## src/hdl/stsc_pkg.sv

```systemverilog
// shared types, constants and character helpers of the script token scanner
package stsc_pkg;

  localparam int KwBufLen     = 8;
  localparam int PosWidth     = 16;
  localparam int MantWidth    = 32;
  localparam int KindWidth    = 5;
  localparam int FracWidth    = 8;
  localparam int WordLenWidth = $clog2(KwBufLen + 2);
  localparam int LetterIdxW   = $clog2(KwBufLen);
  localparam int NumKw        = 9;

  localparam logic [MantWidth-1:0] MantMax = {MantWidth{1'b1}};
  localparam logic [FracWidth-1:0] FracMax = {FracWidth{1'b1}};
  localparam logic [PosWidth-1:0]  PosMax  = {PosWidth{1'b1}};

  // token kind codes
  localparam logic [KindWidth-1:0] TkEof       = 5'd0;
  localparam logic [KindWidth-1:0] TkNumber    = 5'd1;
  localparam logic [KindWidth-1:0] TkIdent     = 5'd2;
  localparam logic [KindWidth-1:0] TkKwBase    = 5'd3;
  localparam logic [KindWidth-1:0] TkSemi      = 5'd12;
  localparam logic [KindWidth-1:0] TkLParen    = 5'd13;
  localparam logic [KindWidth-1:0] TkRParen    = 5'd14;
  localparam logic [KindWidth-1:0] TkLBrace    = 5'd15;
  localparam logic [KindWidth-1:0] TkRBrace    = 5'd16;
  localparam logic [KindWidth-1:0] TkPlus      = 5'd17;
  localparam logic [KindWidth-1:0] TkMinus     = 5'd18;
  localparam logic [KindWidth-1:0] TkStar      = 5'd19;
  localparam logic [KindWidth-1:0] TkSlash     = 5'd20;
  localparam logic [KindWidth-1:0] TkLess      = 5'd21;
  localparam logic [KindWidth-1:0] TkEqual     = 5'd22;
  localparam logic [KindWidth-1:0] TkComma     = 5'd23;
  localparam logic [KindWidth-1:0] TkError     = 5'd24;

  // keyword text, right-justified: character i sits at byte (len - 1 - i)
  localparam logic [63:0] KwText [NumKw] = '{
    64'("print"), 64'("while"), 64'("do"), 64'("end"), 64'("function"),
    64'("if"), 64'("then"), 64'("else"), 64'("return")
  };
  localparam int KwLen [NumKw] = '{5, 5, 2, 3, 8, 2, 4, 4, 6};

  typedef enum logic [3:0] {
    ModeIdle = 4'b0001,
    ModeInt  = 4'b0010,
    ModeFrac = 4'b0100,
    ModeWord = 4'b1000
  } scan_mode_e;

  typedef logic [KwBufLen-1:0][7:0] letters_t;

  typedef struct packed {
    logic [KindWidth-1:0] kind;
    logic [MantWidth-1:0] mantissa;
    logic [FracWidth-1:0] frac;
    logic                 ovf;
    logic [PosWidth-1:0]  start;
    logic [PosWidth-1:0]  length;
    logic                 last;
  } token_t;

  typedef struct packed {
    token_t      first;
    token_t      second;
    logic [1:0]  count;
  } lex_out_t;

  function automatic logic is_digit(logic [7:0] c);
    return (c >= 8'h30) && (c <= 8'h39);
  endfunction

  function automatic logic is_alpha(logic [7:0] c);
    return ((c >= 8'h61) && (c <= 8'h7a)) || ((c >= 8'h41) && (c <= 8'h5a));
  endfunction

  function automatic logic is_space(logic [7:0] c);
    return (c == 8'h20) || ((c >= 8'h09) && (c <= 8'h0d));
  endfunction

  // punctuation kind, or TkEof when the byte is no mark
  function automatic logic [KindWidth-1:0] punct_kind(logic [7:0] c);
    logic [KindWidth-1:0] kind;
    case (c)
      8'(";"):  kind = TkSemi;
      8'("("):  kind = TkLParen;
      8'(")"):  kind = TkRParen;
      8'("{"):  kind = TkLBrace;
      8'("}"):  kind = TkRBrace;
      8'("+"):  kind = TkPlus;
      8'("-"):  kind = TkMinus;
      8'("*"):  kind = TkStar;
      8'("/"):  kind = TkSlash;
      8'("<"):  kind = TkLess;
      8'("="):  kind = TkEqual;
      8'(","):  kind = TkComma;
      default: kind = TkEof;
    endcase
    return kind;
  endfunction

  // nine parallel compares of the word buffer against the keyword list
  function automatic logic [KindWidth-1:0] keyword_kind(letters_t l,
                                                        logic [WordLenWidth-1:0] len);
    logic [KindWidth-1:0] kind;
    logic                 hit;
    kind = TkIdent;
    for (int k = NumKw - 1; k >= 0; k--) begin
      hit = (len == WordLenWidth'(KwLen[k]));
      for (int i = 0; i < KwBufLen; i++) begin
        if (i < KwLen[k] && l[i] != KwText[k][8*((KwLen[k] - 1 - i) & 7) +: 8]) begin
          hit = 1'b0;
        end
      end
      if (hit) begin
        kind = TkKwBase + KindWidth'(k);
      end
    end
    return kind;
  endfunction

endpackage

```

## src/hdl/stsc_lexer.sv

```systemverilog
// scanner state and per-word token decision, up to two tokens per word
module stsc_lexer (
  input  logic              clk_i,
  input  logic              rst_ni,
  input  logic              step_i,
  input  logic              kind_i,
  input  logic [7:0]        char_i,
  output stsc_pkg::lex_out_t lex_o
);
  import stsc_pkg::*;

  scan_mode_e              mode_q, mode_d;
  letters_t                letters_q;
  logic [WordLenWidth-1:0] len_q, len_d;
  logic [MantWidth-1:0]    mant_q, mant_d;
  logic [FracWidth-1:0]    frac_q, frac_d;
  logic                    sat_q, sat_d;
  logic [PosWidth-1:0]     start_q, start_d;
  logic [PosWidth-1:0]     pos_q, pos_d;
  logic                    err_q, err_d;

  logic                    let_we;
  logic [LetterIdxW-1:0]   let_idx;
  logic [7:0]              let_data;

  logic [3:0]              digit;
  logic [MantWidth+3:0]    mant_acc;
  logic                    mant_over;
  logic                    is_num, has_pend;
  token_t                  tok_pend, tok_new, tok_err;
  logic [KindWidth-1:0]    pkind;
  logic                    closed, consumed, has_new;
  logic [PosWidth-1:0]     pos_inc;

  // times ten plus digit as shift-add
  assign digit     = 4'(char_i - 8'h30);
  assign mant_acc  = (MantWidth+4)'({mant_q, 3'b000}) + (MantWidth+4)'({mant_q, 1'b0})
                   + (MantWidth+4)'(digit);
  assign mant_over = sat_q || (mant_acc > (MantWidth+4)'(MantMax));

  assign is_num   = (mode_q == ModeInt) || (mode_q == ModeFrac);
  assign has_pend = (mode_q != ModeIdle);
  assign pkind    = punct_kind(char_i);
  assign pos_inc  = (pos_q != PosMax) ? pos_q + 1'b1 : pos_q;

  always_comb begin
    tok_pend          = '0;
    tok_pend.kind     = is_num ? TkNumber : keyword_kind(letters_q, len_q);
    tok_pend.mantissa = is_num ? mant_q : '0;
    tok_pend.frac     = is_num ? frac_q : '0;
    tok_pend.ovf      = is_num ? sat_q : 1'b0;
    tok_pend.start    = start_q;
    tok_pend.length   = pos_q - start_q;
    tok_err           = '0;
    tok_err.kind      = TkError;
    tok_err.start     = start_q;
    tok_err.length    = PosWidth'(1);
  end

  always_comb begin
    mode_d   = mode_q;
    len_d    = len_q;
    mant_d   = mant_q;
    frac_d   = frac_q;
    sat_d    = sat_q;
    start_d  = start_q;
    pos_d    = pos_q;
    err_d    = err_q;
    let_we   = 1'b0;
    let_idx  = len_q[LetterIdxW-1:0];
    let_data = char_i;
    lex_o    = '0;
    tok_new  = '0;
    closed   = 1'b0;
    consumed = 1'b0;
    has_new  = 1'b0;

    if (step_i) begin
      if (err_q) begin
        lex_o.first = tok_err;
        lex_o.count = 2'd1;
      end else if (kind_i) begin
        // end of source: flush pending token, then eof
        tok_new.kind  = TkEof;
        tok_new.start = pos_q;
        mode_d        = ModeIdle;
        if (has_pend) begin
          lex_o.first  = tok_pend;
          lex_o.second = tok_new;
          lex_o.count  = 2'd2;
        end else begin
          lex_o.first = tok_new;
          lex_o.count = 2'd1;
        end
      end else begin
        pos_d = pos_inc;
        case (mode_q)
          ModeInt, ModeFrac: begin
            if (is_digit(char_i)) begin
              consumed = 1'b1;
              sat_d    = mant_over;
              mant_d   = mant_over ? MantMax : mant_acc[MantWidth-1:0];
              if (mode_q == ModeFrac && frac_q != FracMax) begin
                frac_d = frac_q + 1'b1;
              end
            end else if (char_i == 8'(".") && mode_q == ModeInt) begin
              consumed = 1'b1;
              mode_d   = ModeFrac;
            end else begin
              closed = 1'b1;
            end
          end
          ModeWord: begin
            if (is_alpha(char_i) || is_digit(char_i)) begin
              consumed = 1'b1;
              let_we   = (len_q < WordLenWidth'(KwBufLen));
              if (len_q <= WordLenWidth'(KwBufLen)) begin
                len_d = len_q + 1'b1;
              end
            end else begin
              closed = 1'b1;
            end
          end
          default: ;
        endcase

        if (!consumed) begin
          if (closed) begin
            mode_d = ModeIdle;
          end
          if (is_space(char_i)) begin
            // skipped
          end else if (is_digit(char_i)) begin
            mode_d  = ModeInt;
            start_d = pos_q;
            mant_d  = MantWidth'(digit);
            sat_d   = 1'b0;
            frac_d  = '0;
          end else if (is_alpha(char_i)) begin
            mode_d  = ModeWord;
            start_d = pos_q;
            let_we  = 1'b1;
            let_idx = '0;
            len_d   = WordLenWidth'(1);
          end else if (pkind != TkEof) begin
            has_new        = 1'b1;
            tok_new.kind   = pkind;
            tok_new.start  = pos_q;
            tok_new.length = PosWidth'(1);
          end else begin
            // bad byte, sticky
            has_new        = 1'b1;
            err_d          = 1'b1;
            start_d        = pos_q;
            tok_new.kind   = TkError;
            tok_new.start  = pos_q;
            tok_new.length = PosWidth'(1);
          end

          if (closed) begin
            lex_o.first = tok_pend;
            if (has_new) begin
              lex_o.second = tok_new;
              lex_o.count  = 2'd2;
            end else begin
              lex_o.count = 2'd1;
            end
          end else if (has_new) begin
            lex_o.first = tok_new;
            lex_o.count = 2'd1;
          end
        end
      end
    end

    if (lex_o.count == 2'd1) begin
      lex_o.first.last = 1'b1;
    end
    if (lex_o.count == 2'd2) begin
      lex_o.second.last = 1'b1;
    end
  end

  always_ff @(posedge clk_i or negedge rst_ni) begin
    if (!rst_ni) begin
      mode_q  <= ModeIdle;
      len_q   <= '0;
      mant_q  <= '0;
      frac_q  <= '0;
      sat_q   <= 1'b0;
      start_q <= '0;
      pos_q   <= '0;
      err_q   <= 1'b0;
    end else begin
      mode_q  <= mode_d;
      len_q   <= len_d;
      mant_q  <= mant_d;
      frac_q  <= frac_d;
      sat_q   <= sat_d;
      start_q <= start_d;
      pos_q   <= pos_d;
      err_q   <= err_d;
    end
  end

  // word buffer, no reset: only entries below the word length are compared
  always_ff @(posedge clk_i) begin
    if (let_we) begin
      letters_q[let_idx] <= let_data;
    end
  end

`ifndef SYNTHESIS
  a_err_sticky: assert property (@(posedge clk_i) disable iff (!rst_ni)
    step_i && err_q |-> lex_o.count == 2'd1 && lex_o.first.kind == TkError)
    else $error("error state gave something other than one error token");

  a_word_len_cap: assert property (@(posedge clk_i) disable iff (!rst_ni)
    len_q <= WordLenWidth'(KwBufLen + 1))
    else $error("word length ran past its cap");

  a_eof_last: assert property (@(posedge clk_i) disable iff (!rst_ni)
    step_i && !err_q && kind_i |->
      (lex_o.count == 2'd1 && lex_o.first.kind == TkEof) ||
      (lex_o.count == 2'd2 && lex_o.second.kind == TkEof))
    else $error("end of source did not close with an eof token");
`endif

endmodule

```

## src/hdl/script_token_scanner.sv

```systemverilog
// top level of the script token scanner: input register, lexer, token queue
//
// Streaming lexer. Each input word is one source byte (kind 0) or an end-of-source
// mark (kind 1). Words are taken into an input register, decided by the lexer
// against the scan state, and the zero, one or two tokens each word
// gives go into a four-entry token queue that drives the output port. A new word
// is accepted every cycle as long as the queue has room for two tokens, so the
// input runs at one word per cycle; the output gives one token per cycle while the
// receiver is ready, so a word that ends a pending token and adds a mark of its own
// gives the output two tokens to send. The first token of a word goes through the
// input register and into the token queue before it is valid at the output. The final
// token caused by a word carries last_of_run. A bad byte gives an error token and
// every later word repeats it until reset.
module script_token_scanner (
  input  logic        clk_i,
  input  logic        rst_ni,
  // input channel
  input  logic        in_valid_i,
  output logic        in_ready_o,
  input  logic        in_kind_i,
  input  logic [7:0]  in_character_i,
  // output channel
  output logic        out_valid_o,
  input  logic        out_ready_i,
  output logic [stsc_pkg::KindWidth-1:0] out_token_kind_o,
  output logic [stsc_pkg::MantWidth-1:0] out_mantissa_o,
  output logic [stsc_pkg::FracWidth-1:0] out_fraction_digits_o,
  output logic        out_mantissa_overflow_o,
  output logic [stsc_pkg::PosWidth-1:0]  out_start_offset_o,
  output logic [stsc_pkg::PosWidth-1:0]  out_token_length_o,
  output logic        out_last_of_run_o
);
  import stsc_pkg::*;

  localparam int FifoDepth = 4;
  localparam int PtrWidth  = $clog2(FifoDepth);
  localparam int CntWidth  = $clog2(FifoDepth + 1);

  // input register
  logic        in_valid_q;
  logic        in_kind_q;
  logic [7:0]  in_char_q;
  logic        in_fire;
  logic        step;

  // token queue
  token_t                fifo_q [FifoDepth];
  logic [PtrWidth-1:0]   wr_ptr_q, rd_ptr_q;
  logic [CntWidth-1:0]   cnt_q;
  logic                  pop;
  lex_out_t              lex;
  token_t                head;

  // a word is processed only when the queue can take both of its tokens
  assign step       = in_valid_q && (cnt_q <= CntWidth'(FifoDepth - 2));
  assign in_ready_o = !in_valid_q || step;
  assign in_fire    = in_valid_i && in_ready_o;

  always_ff @(posedge clk_i or negedge rst_ni) begin
    if (!rst_ni) begin
      in_valid_q <= 1'b0;
    end else if (in_fire) begin
      in_valid_q <= 1'b1;
    end else if (step) begin
      in_valid_q <= 1'b0;
    end
  end

  always_ff @(posedge clk_i) begin
    if (in_fire) begin
      in_kind_q <= in_kind_i;
      in_char_q <= in_character_i;
    end
  end

  stsc_lexer u_lexer (
    .clk_i  (clk_i),
    .rst_ni (rst_ni),
    .step_i (step),
    .kind_i (in_kind_q),
    .char_i (in_char_q),
    .lex_o  (lex)
  );

  assign pop         = out_valid_o && out_ready_i;
  assign out_valid_o = (cnt_q != '0);
  assign head        = fifo_q[rd_ptr_q];

  // push up to two tokens per cycle, pop at most one
  always_ff @(posedge clk_i or negedge rst_ni) begin
    if (!rst_ni) begin
      wr_ptr_q <= '0;
      rd_ptr_q <= '0;
      cnt_q    <= '0;
    end else begin
      wr_ptr_q <= wr_ptr_q + PtrWidth'(lex.count);
      rd_ptr_q <= rd_ptr_q + PtrWidth'(pop);
      cnt_q    <= cnt_q + CntWidth'(lex.count) - CntWidth'(pop);
    end
  end

  always_ff @(posedge clk_i) begin
    if (lex.count != 2'd0) begin
      fifo_q[wr_ptr_q] <= lex.first;
    end
    if (lex.count == 2'd2) begin
      fifo_q[wr_ptr_q + 1'b1] <= lex.second;
    end
  end

  assign out_token_kind_o        = head.kind;
  assign out_mantissa_o          = head.mantissa;
  assign out_fraction_digits_o   = head.frac;
  assign out_mantissa_overflow_o = head.ovf;
  assign out_start_offset_o      = head.start;
  assign out_token_length_o      = head.length;
  assign out_last_of_run_o       = head.last;

`ifndef SYNTHESIS
  a_queue_room: assert property (@(posedge clk_i) disable iff (!rst_ni)
    (CntWidth + 1)'(cnt_q) + (CntWidth + 1)'(lex.count) <= (CntWidth + 1)'(FifoDepth))
    else $error("token queue overflow");

  a_out_hold: assert property (@(posedge clk_i) disable iff (!rst_ni)
    out_valid_o && !out_ready_i |=> out_valid_o && $stable(head))
    else $error("output word changed while waiting");

  a_in_stall: assert property (@(posedge clk_i) disable iff (!rst_ni)
    in_valid_q && (cnt_q > CntWidth'(FifoDepth - 2)) |-> !in_ready_o)
    else $error("input taken while the queue lacked room");
`endif

endmodule

```

## config.mk

```make
export PLATFORM = sky130hd
export DESIGN_NAME = script_token_scanner
export DESIGN_NICKNAME = d
export VERILOG_FILES = /design/src/hdl/stsc_pkg.sv /design/src/hdl/stsc_lexer.sv /design/src/hdl/script_token_scanner.sv
export SDC_FILE = /design/constraint.sdc
export NUM_CORES = 1
export LEC_CHECK = 0
export BUFFER_PORTS_ARGS = -buffer_cell sky130_fd_sc_hd__buf_4
export CAP_MARGIN = 20
export CORE_AREA = 2 2 263 316
export CTS_CLUSTER_DIAMETER = 60
export DETAILED_ROUTE_END_ITERATION = 10
export DIE_AREA = 0 0 265 318
export PLACE_DENSITY_LB_ADDON = 0.12
export SKIP_CTS_REPAIR_TIMING = 1
export SYNTH_ARGS = -nofsm -noshare
export SYNTH_HDL_FRONTEND = slang
export SYNTH_SLANG_ARGS = --single-unit
```

## constraint.sdc

```tcl
create_clock -name clk_i -period 8.3 [get_ports clk_i]
set_input_delay 1.245 -clock clk_i [delete_from_list [all_inputs] [get_ports clk_i]]
set_output_delay 1.245 -clock clk_i [all_outputs]
set_load 0.03 [all_outputs]
```

Word level (Yosys, flattened, before mapping)
Memory sizes are Yosys's and may differ from the RTL's.
Cells that the tools add are included.
{"block": "totals", "ff_bits": 163, "mem_bits_rw": 316, "input_bits": 13, "elab_cells": 308, "n_memories": 1}
{"block": "op_classes", "addsub": 12, "order_cmp": 14, "eq_ne": 63, "n_mux": 166, "bitwise": 4, "reduce_logical": 26}
{"name": "fifo_q", "depth": 4, "word_bits": 79, "read_ports": 1, "rd_clocked_by_memory_dff": 0, "write_ports": 2, "line_no": "script_token_scanner.sv:47", "text": "token_t fifo_q [FifoDepth];"}
{"op": "160-bit two-way mux", "count": 3}
{"op": "79-bit two-way mux", "count": 6}
{"op": "32-bit two-way mux", "count": 10}
{"op": "8-bit by 7-bit inequality test with 1-bit output (second input constant)", "count": 34}
{"op": "8-bit by 6-bit equality test with 1-bit output (second input constant)", "count": 12}
{"op": "1-bit two-way mux", "count": 89}
{"op": "4-bit two-way mux", "count": 17}
{"op": "5-bit two-way mux", "count": 13}
{"op": "64-bit bitwise mux", "count": 1}
{"op": "8-bit two-way mux", "count": 8}
{"op": "5-bit case mux with 12 select lines", "count": 1}
{"op": "16-bit two-way mux", "count": 3}
{"op": "35-bit by 33-bit adder with 36-bit output", "count": 1}
{"op": "36-bit by 4-bit adder with 36-bit output", "count": 1}
{"op": "36-bit by 32-bit greater-than comparator with 1-bit output (second input constant)", "count": 1}
{"op": "33-bit two-way mux", "count": 1}
{"op": "8-bit demux with 3-bit select", "count": 1}
{"op": "3-bit two-way mux", "count": 7}
{"op": "16-bit by 1-bit adder with 16-bit output (second input constant)", "count": 1}
{"op": "4-bit by 3-bit equality test with 1-bit output (second input constant)", "count": 4}
{"op": "8-bit by 7-bit equality test with 1-bit output (second input constant)", "count": 2}
{"op": "8-bit by 7-bit greater-or-equal comparator with 1-bit output (second input constant)", "count": 2}
{"op": "8-bit by 7-bit less-or-equal comparator with 1-bit output (second input constant)", "count": 2}
{"op": "16-bit inequality test (second input constant)", "count": 1}
{"op": "39 further kinds", "count": 64}

Logic depth before layout (Yosys ltp)
Gate-level depths: netlist (run 1).
{"block": "logic_depth", "depth_word": 25, "mapped_depth": 19, "mapped_depth_nobuf": 15}

Cells and area by module
From an unflattened synthesis (run 1), not the netlist that was laid out.
{"block": "unflattened", "hier_cells": 2096, "hier_area_um2": 27302.4}
{"module": "script_token_scanner", "instances": 1, "cells_each": 818, "area_per_inst_um2": 15864.0, "seq_area_each_um2": 9959.6}
{"module": "stsc_lexer", "instances": 1, "cells_each": 1278, "area_per_inst_um2": 11438.5, "seq_area_each_um2": 3975.1}

Worst setup path after synthesis (run 1)
OpenSTA, ideal clock, no wires.
{"block": "synth_path", "path_type": "flip-flop to flip-flop", "startpoint": "reg in_char_q[3]", "endpoint": "mem fifo_q[1][0] (netlist bit), enable pin", "t_arrival_ns": 3.873, "t_required_ns": 7.922, "setup_slack_ns": 4.049, "path_stages_with_launch": 19, "path_buffers": 7, "period_less_slack_ns": 4.251, "cell_sequence": "edfxtp_1 > buf_2 > o21ai_0 > and3_1 > clkbuf_1 > a21o_1 > inv_1 > buf_2 > buf_1 > ha_1 > and3_1 > a22o_1 > inv_2 > buf_4 > nor3_4 > nor2_2 > buf_6 > buf_4 > inv_1"}
{"item": "from (decl)", "line_no": "script_token_scanner.sv:42", "text": "logic [7:0] in_char_q;"}
{"item": "from (signal assigned)", "line_no": "script_token_scanner.sv:72", "text": "in_char_q <= in_character_i;"}
{"item": "to (decl)", "line_no": "script_token_scanner.sv:47"}

==> flow_summary.yaml, run 1 <==
cts:
  root_buffer: "clkbuf_16"
  numCtsBuffers: 57
  cts_tree: "built"
  clockBufferDepth: 3
  clk_pin_slew_worst_paths_ps: 60
  cts_htree_levels: 2
  insertion_delay_ps: 650
  cts_sinks: 479
pwr:
  p_sw_mw: 2.89
  sw_frac_of_total_pct: 36.7
  power_frac_comb_pct: 28.9
  total_leakage_power_nw: 10.2
  cellPowerDensity_nw_per_um2: 284
  pwr-share-clk_pct: 33.4
  ir_drop_v: 0.000220
  intPower_mw: 4.98
  seq_power_share_pct: 37.7
synth:
  ys_ff_latch: 479
  postSynthNetCount: 2215
  synth_enable_flop_cells: 165
  yosysSeqAreaShare_pct: 48.4
  yosys-top-cells-count: "dfxtp_1 (224), a32o_1 (196), edfxtp_1 (165)"
  synth_area_leaders: "edfxtp_1 (21%), dfxtp_1 (19%), dfrtp_1 (9.2%), a32o_1 (8.1%), mux4_2 (7.4%)"
  synth_most_common_cell: "dfxtp_1"
  synth_cells: 2108
  synth_ff_type: "dfxtp_1"
  yosys.area.top_type_share_pct: 20.5
  yosysTopAreaCell: "edfxtp_1"
  synth_warnings: 0
  ys_types: 93
  async_flop_share_pct: 18.8
  avgSynthCellArea_sq_um: 11.5
  syn-cell-area_sq_um: 24200
layout:
  drive_above_1_share_pct: 16.6
  fillers: 8106
  seq_area_sq_um: 11700
  syn_to_final_growth_pct: 14.7
  nets: 2214
  multi_input_area_sq_um: 11600
floorplan:
  die_height_um: 318
  placementRows: 115
  boundaryPins: 94
  start_util_pct: 29.7
  die_w_um: 265
  die_area_sq_um: 84300
  fp.coreArea_sq_um: 81400
placed_design:
  io_buffers: 93
  dp.final_hpwl_um: 49700
  gp_congestion: 0.847
route:
  wl_um: 77200
  vias: 18237
  routedWlPerCell_um: 24.1
  drt_iter0_markers: 1321
  dr.pass1.iters: 5
  viasPerCell: 5.68
  detail-route-antenna-nets: 0
  drc: 0
status:
  status: "completed"
sta:
  fin_crit_sh_pct: 68.4
  fin_tns_setup_ps: 0
  rsz0062_at_grt: "no"
  max_freq_mhz: 176
  worst_slew_pin_slew_ps: 1060
  whs_ps: 454
  min_period_ps: 5680
  relSlewSlack_pct: 29.3
  finalSetupViolCount: 0
  slew_violations: 0
  skew_ps: 31.3
  finalHoldViolCount: 0
grt:
  grt_max_degree: 86
  antenna_found_initial: 1
  grt_pass1_wl_um: 117000
  first_global_vias: 18731
  track_usage_pct: 18.1
  grt_remaining_overflow: 0
job:
  cap_violations: 0
worst_hold_path:
  hold_class: "reg -> reg"
worst_setup_path:
  crit_slowest_cell: "edfxtp_1"
  critPathMostFrequentCell: "inv_1"
  start_kind: "register"
  cp_data_arrival_time_ps: 5920
  path_cells: "and4bb_1, nand4b_1, o21ai_0, a21o_1, inv_1, ha_1, nand3b_1, o22a_1, inv_4, nor3_4, nor2_4, inv_1"
  crit_fanout: 24
  required_ps: 8540
  critical_path_class: "reg -> reg"
  slowest_delay_ps: 860
  worstSetupEndpointType: "register"
layout by cell type, fill, tap and decap left out, types with 9 or more instances in the layout:
| master | Yosys | layout |
|---|---|---|
| dfxtp_1 | 224 | 224 |
| a32o_1 | 196 | 196 |
| edfxtp_1 | 165 | 165 |
| nand2_1 | 152 | 152 |
| buf_4 | 5 | 122 |
| a21oi_1 | 116 | 112 |
| ha_1 | 90 | 90 |
| dfrtp_1 | 89 | 87 |
| nand3_1 | 81 | 81 |
| mux4_2 | 79 | 79 |
| nor2_1 | 76 | 73 |
| clkbuf_16 | 0 | 61 |
| o2bb2ai_1 | 51 | 51 |
| o21ai_0 | 50 | 50 |
| xnor2_1 | 44 | 44 |
| inv_1 | 41 | 41 |
| nor3_1 | 35 | 35 |
| o22ai_1 | 33 | 33 |
| a21o_1 | 25 | 25 |
| a221o_1 | 23 | 23 |
| a22o_1 | 21 | 21 |
| o21a_1 | 20 | 20 |
| and3_1 | 19 | 19 |
| mux2_2 | 19 | 19 |
| nand2b_1 | 16 | 16 |
| xor2_1 | 14 | 14 |
| nand4_1 | 14 | 14 |
| a221oi_1 | 13 | 13 |
| clkbuf_8 | 0 | 13 |
| and2_1 | 12 | 12 |
| nor2b_1 | 11 | 11 |
| a31oi_1 | 11 | 11 |
| nor4b_1 | 10 | 10 |
| a211oi_1 | 10 | 10 |
| or3_1 | 9 | 9 |
path summary, 6_finish.rpt:
path                            depth (start not counted)          start  slack (ps)               end
worst max-delay path                                   12   in_char_q[1]        2620     fifo_q[3][75]
worst min-delay path                                    2  fifo_q[0][59]         450     fifo_q[0][59]
worst max register to register                         12   in_char_q[1]        2620     fifo_q[3][75]
worst min register to register                          2  fifo_q[0][59]         450     fifo_q[0][59]
max in group asynchronous                               2         rst_ni        6350       rd_ptr_q[0]
min in group asynchronous                               1         rst_ni         540  u_lexer.len_q[1]
worst max-delay path, delay by kind of cell, from the launching register on:
kind	cells	cell delay [ps]
buf+inv	3	1460
simple gates	5	1290
compound gates	3	1240
flops	1	860
fa+ha+maj	1	400
cell type report:
type | count | share of cell area (%)
Inverter | 43 | 0.591
Sequential cell | 479 | 42.2
Multi-Input combinational cell | 1402 | 41.8
Timing Repair Buffer | 124 | 3.43
Tap cell | 1053 | 4.75
Clock inverter | 28 | 1.01
Antenna cell | 1 | 0.00903
Clock buffer | 80 | 6.24
metrics by stage:
stage	util, %	area [sq um]	power [mW]	setup WS [ps]	std cells
5_1_grt	34.0	27700	8.25	2190	3209
6_report	34.0	27700	7.87	2620	3210
2_1_floorplan	-	24200	4.46	4050	2108
3_3_place_gp	31.5	25700	5.32	2640	3099
4_1_cts	34.0	27700	7.98	2490	3208
3_5_place_dp	31.6	25700	5.32	2520	3100
flip-flops by register name (all words and copies together), names as in the netlist, 8 cells and up, named ones only:
signal and flops:
fifo_q 316, in_char_q 8, u_lexer.frac_q 8, u_lexer.letters_q 64, u_lexer.mant_q 28, u_lexer.pos_q 16
u_lexer.start_q 16
logic make-up (layout without fill, tap and decap cells):
group / Yosys count / count (layout) / share of synthesized area [%]
AOI/OAI and AO/OA: 639 / 639 / 20.9
and+or+nand+nor: 505 / 505 / 11.0
DFF: 479 / 479 / 48.4
buffers and inverters: 227 / 275 / 4.08
muxes: 105 / 105 / 8.54
adders and majority gates: 95 / 95 / 5.03
xor gates and xnor gates: 58 / 58 / 2.10
other: 0 / 1 / 0
layer usage:
| layer | global-route usage [%] | routed length (um) | vias to the layer above |
|---|---|---|---|
| met1 | 22.5 | 32600 | 9238 |
| met5 | 0 | 0 | - |
| met3 | 2.76 | 3770 | 136 |
| met2 | 31.8 | 38600 | 515 |
| li1 | - | - | 8348 |
| met4 | 5.91 | 2200 | 0 |
power by group through the flow:
| stage | combinational (mW) | clock (mW) | sequential, mW |
|---|---|---|---|
| after floorplan | 1.67 | 0 | 2.80 |
| after global placement | 2.30 | 0 | 3.01 |
| after detailed placement | 2.29 | 0 | 3.02 |
| after CTS | 2.30 | 2.71 | 2.98 |
| after global routing | 2.44 | 2.80 | 3.00 |
| final | 2.27 | 2.63 | 2.97 |
(Power assumes the default switching activity.)
==> run 2: changes to the inputs <==
clock period = 5.88 ns   (was 8.3 ns; I/O delays follow)
==> run 2 against run 1 <==
Worst hold slack got worse by 200 ps. Clock skew is 7.0 ps higher. Critical endpoint is now fifo_q[3][51]. Utilization hardly changed. Global-route usage increased by 0.079 points. Combinational power up 47%. Routed wire length shrank 0.15%.
==> flow_summary.yaml, run 2 (synthesized netlist as in run 1, its figures left out) <==
status:
  status: "completed"
grt:
  grt_max_degree: 165
  grt_pass1_wl_um: 119000
  antenna_found_initial: 0
  track_usage_pct: 18.1
  first_global_vias: 18833
  grt_remaining_overflow: 0
worst_setup_path:
  critical_path_class: "reg -> reg"
  path_delay_family: "simple AND/OR/NAND/NOR gates"
  start_kind: "register"
  worstSetupEndpointType: "register"
  slowest_delay_ps: 980
  required_ps: 6390
  critPathBufInv: 2
  cp_data_arrival_time_ps: 5450
  crit_slowest_cell: "edfxtp_1"
  path_cells: "o21ai_0, nand3_1, o21a_1, and2_0, ha_1, and3_1, a22o_1, inv_2, nor3_4, nor2_4, buf_4, a32o_1"
  crit_fanout: 56
  rrSetupSlack_ps: 930
pwr:
  p_sw_mw: 4.08
  intPower_mw: 6.95
  total_leakage_power_nw: 10.1
  seq_power_share_pct: 37.5
  ir_drop_v: 0.000410
  cellPowerDensity_nw_per_um2: 398
  sw_frac_of_total_pct: 37.0
  power_frac_comb_pct: 30.2
  pwr-share-clk_pct: 32.3
placed_design:
  gp_congestion: 0.877
  io_buffers: 93
  dp.final_hpwl_um: 49400
sta:
  slew_violations: 0
  rsz0062_at_grt: "no"
  skew_ps: 38.3
  relSlewSlack_pct: 28.4
  finalHoldViolCount: 0
  worst_slew_pin_slew_ps: 1070
  min_period_ps: 4950
  finalSetupViolCount: 0
  max_freq_mhz: 202
  fin_tns_setup_ps: 0
  fin_crit_sh_pct: 84.2
  whs_ps: 251
layout:
  final_cell_mix: "dfxtp_1 (224), a32o_1 (196), edfxtp_1 (165)"
  fillers: 8108
  largest-register: "fifo_q"
  largest_register_ffs: 316
  multi_input_area_sq_um: 11600
  top_regs: "fifo_q x316, u_lexer.letters_q x64, u_lexer.mant_q x28"
  final_common_cell: "dfxtp_1"
  syn_to_final_growth_pct: 14.7
  nets: 2226
  seq_area_sq_um: 11700
  drive_above_1_share_pct: 16.6
  n_antenna_cell: 0
cts:
  clk_pin_slew_worst_paths_ps: 60
  root_buffer: "clkbuf_16"
  insertion_delay_ps: 640
  cts_sinks: 479
  numCtsBuffers: 54
  cts_htree_levels: 2
  cts_tree: "built"
  clockBufferDepth: 3
route:
  vias: 18363
  wl_um: 77100
  detail-route-antenna-nets: 0
  dr.pass1.iters: 6
  drc: 0
  viasPerCell: 5.71
  drt_iter0_markers: 1333
  routedWlPerCell_um: 24.0
job:
  cap_violations: 0
floorplan:
  fp.coreArea_sq_um: 81400
  placementRows: 115
  die_area_sq_um: 84300
  die_height_um: 318
  start_util_pct: 29.7
  boundaryPins: 94
  die_w_um: 265
worst_hold_path:
  hold_class: "in -> async"
[run 2: area by class of cell]
| class | count | share of cell area, % |
|---|---|---|
| clock buffer | 72 | 5.46 |
| clock inverter | 30 | 1.29 |
| inverter | 43 | 0.592 |
| multi-input combinational | 1402 | 41.8 |
| sequential | 479 | 42.2 |
| tap | 1053 | 4.76 |
| timing repair buffer | 139 | 3.86 |
[run 2: path summary, 6_finish.rpt]
| check | from | depth (start not counted) | endpoint |
|---|---|---|---|
| max in group asynchronous | rst_ni | 2 | u_lexer.mant_q[10] |
| worst min register to register | fifo_q[0][57] | 2 | fifo_q[0][57] |
| worst max-delay path | in_char_q[1] | 12 | fifo_q[3][51] |
| min in group clk_i | in_kind_i | 1 | in_kind_q |
| worst min-delay path | rst_ni | 1 | rd_ptr_q[1] |
| worst max register to register | in_char_q[1] | 12 | fifo_q[3][51] |
[run 2: power groups by stage]
stage          combinational (mW)  clock [mW]  sequential, mW
2_1_floorplan                2.36           0            3.95
3_3_place_gp                 3.36           0            4.20
3_5_place_dp                 3.36           0            4.21
4_1_cts                      3.37        3.66            4.14
5_1_grt                      3.57        3.80            4.19
6_report                     3.33        3.57            4.14
[run 2: per-layer routing]
layer / share of wire, % / track usage (%) / up-vias
li1: - / - / 8376
met2: 50 / 31.5 / 484
met5: 0 / 0 / -
met3: 4.2 / 2.45 / 138
met1: 43 / 23.2 / 9365
met4: 3.1 / 6.08 / 0
[run 2: per-stage QoR]
stage / power [mW] / std cells / utilization, % / worst slack [ps] / instance area, sq um
global placement: 7.56 / 3116 / 31.7 / 952 / 25800
CTS: 11.2 / 3218 / 34.0 / 957 / 27700
global route: 11.6 / 3218 / 34.0 / 503 / 27700
detailed placement: 7.57 / 3116 / 31.7 / 963 / 25800
finish: 11.0 / 3218 / 34.0 / 931 / 27700
floorplan: 6.30 / 2108 / - / 1630 / 24200
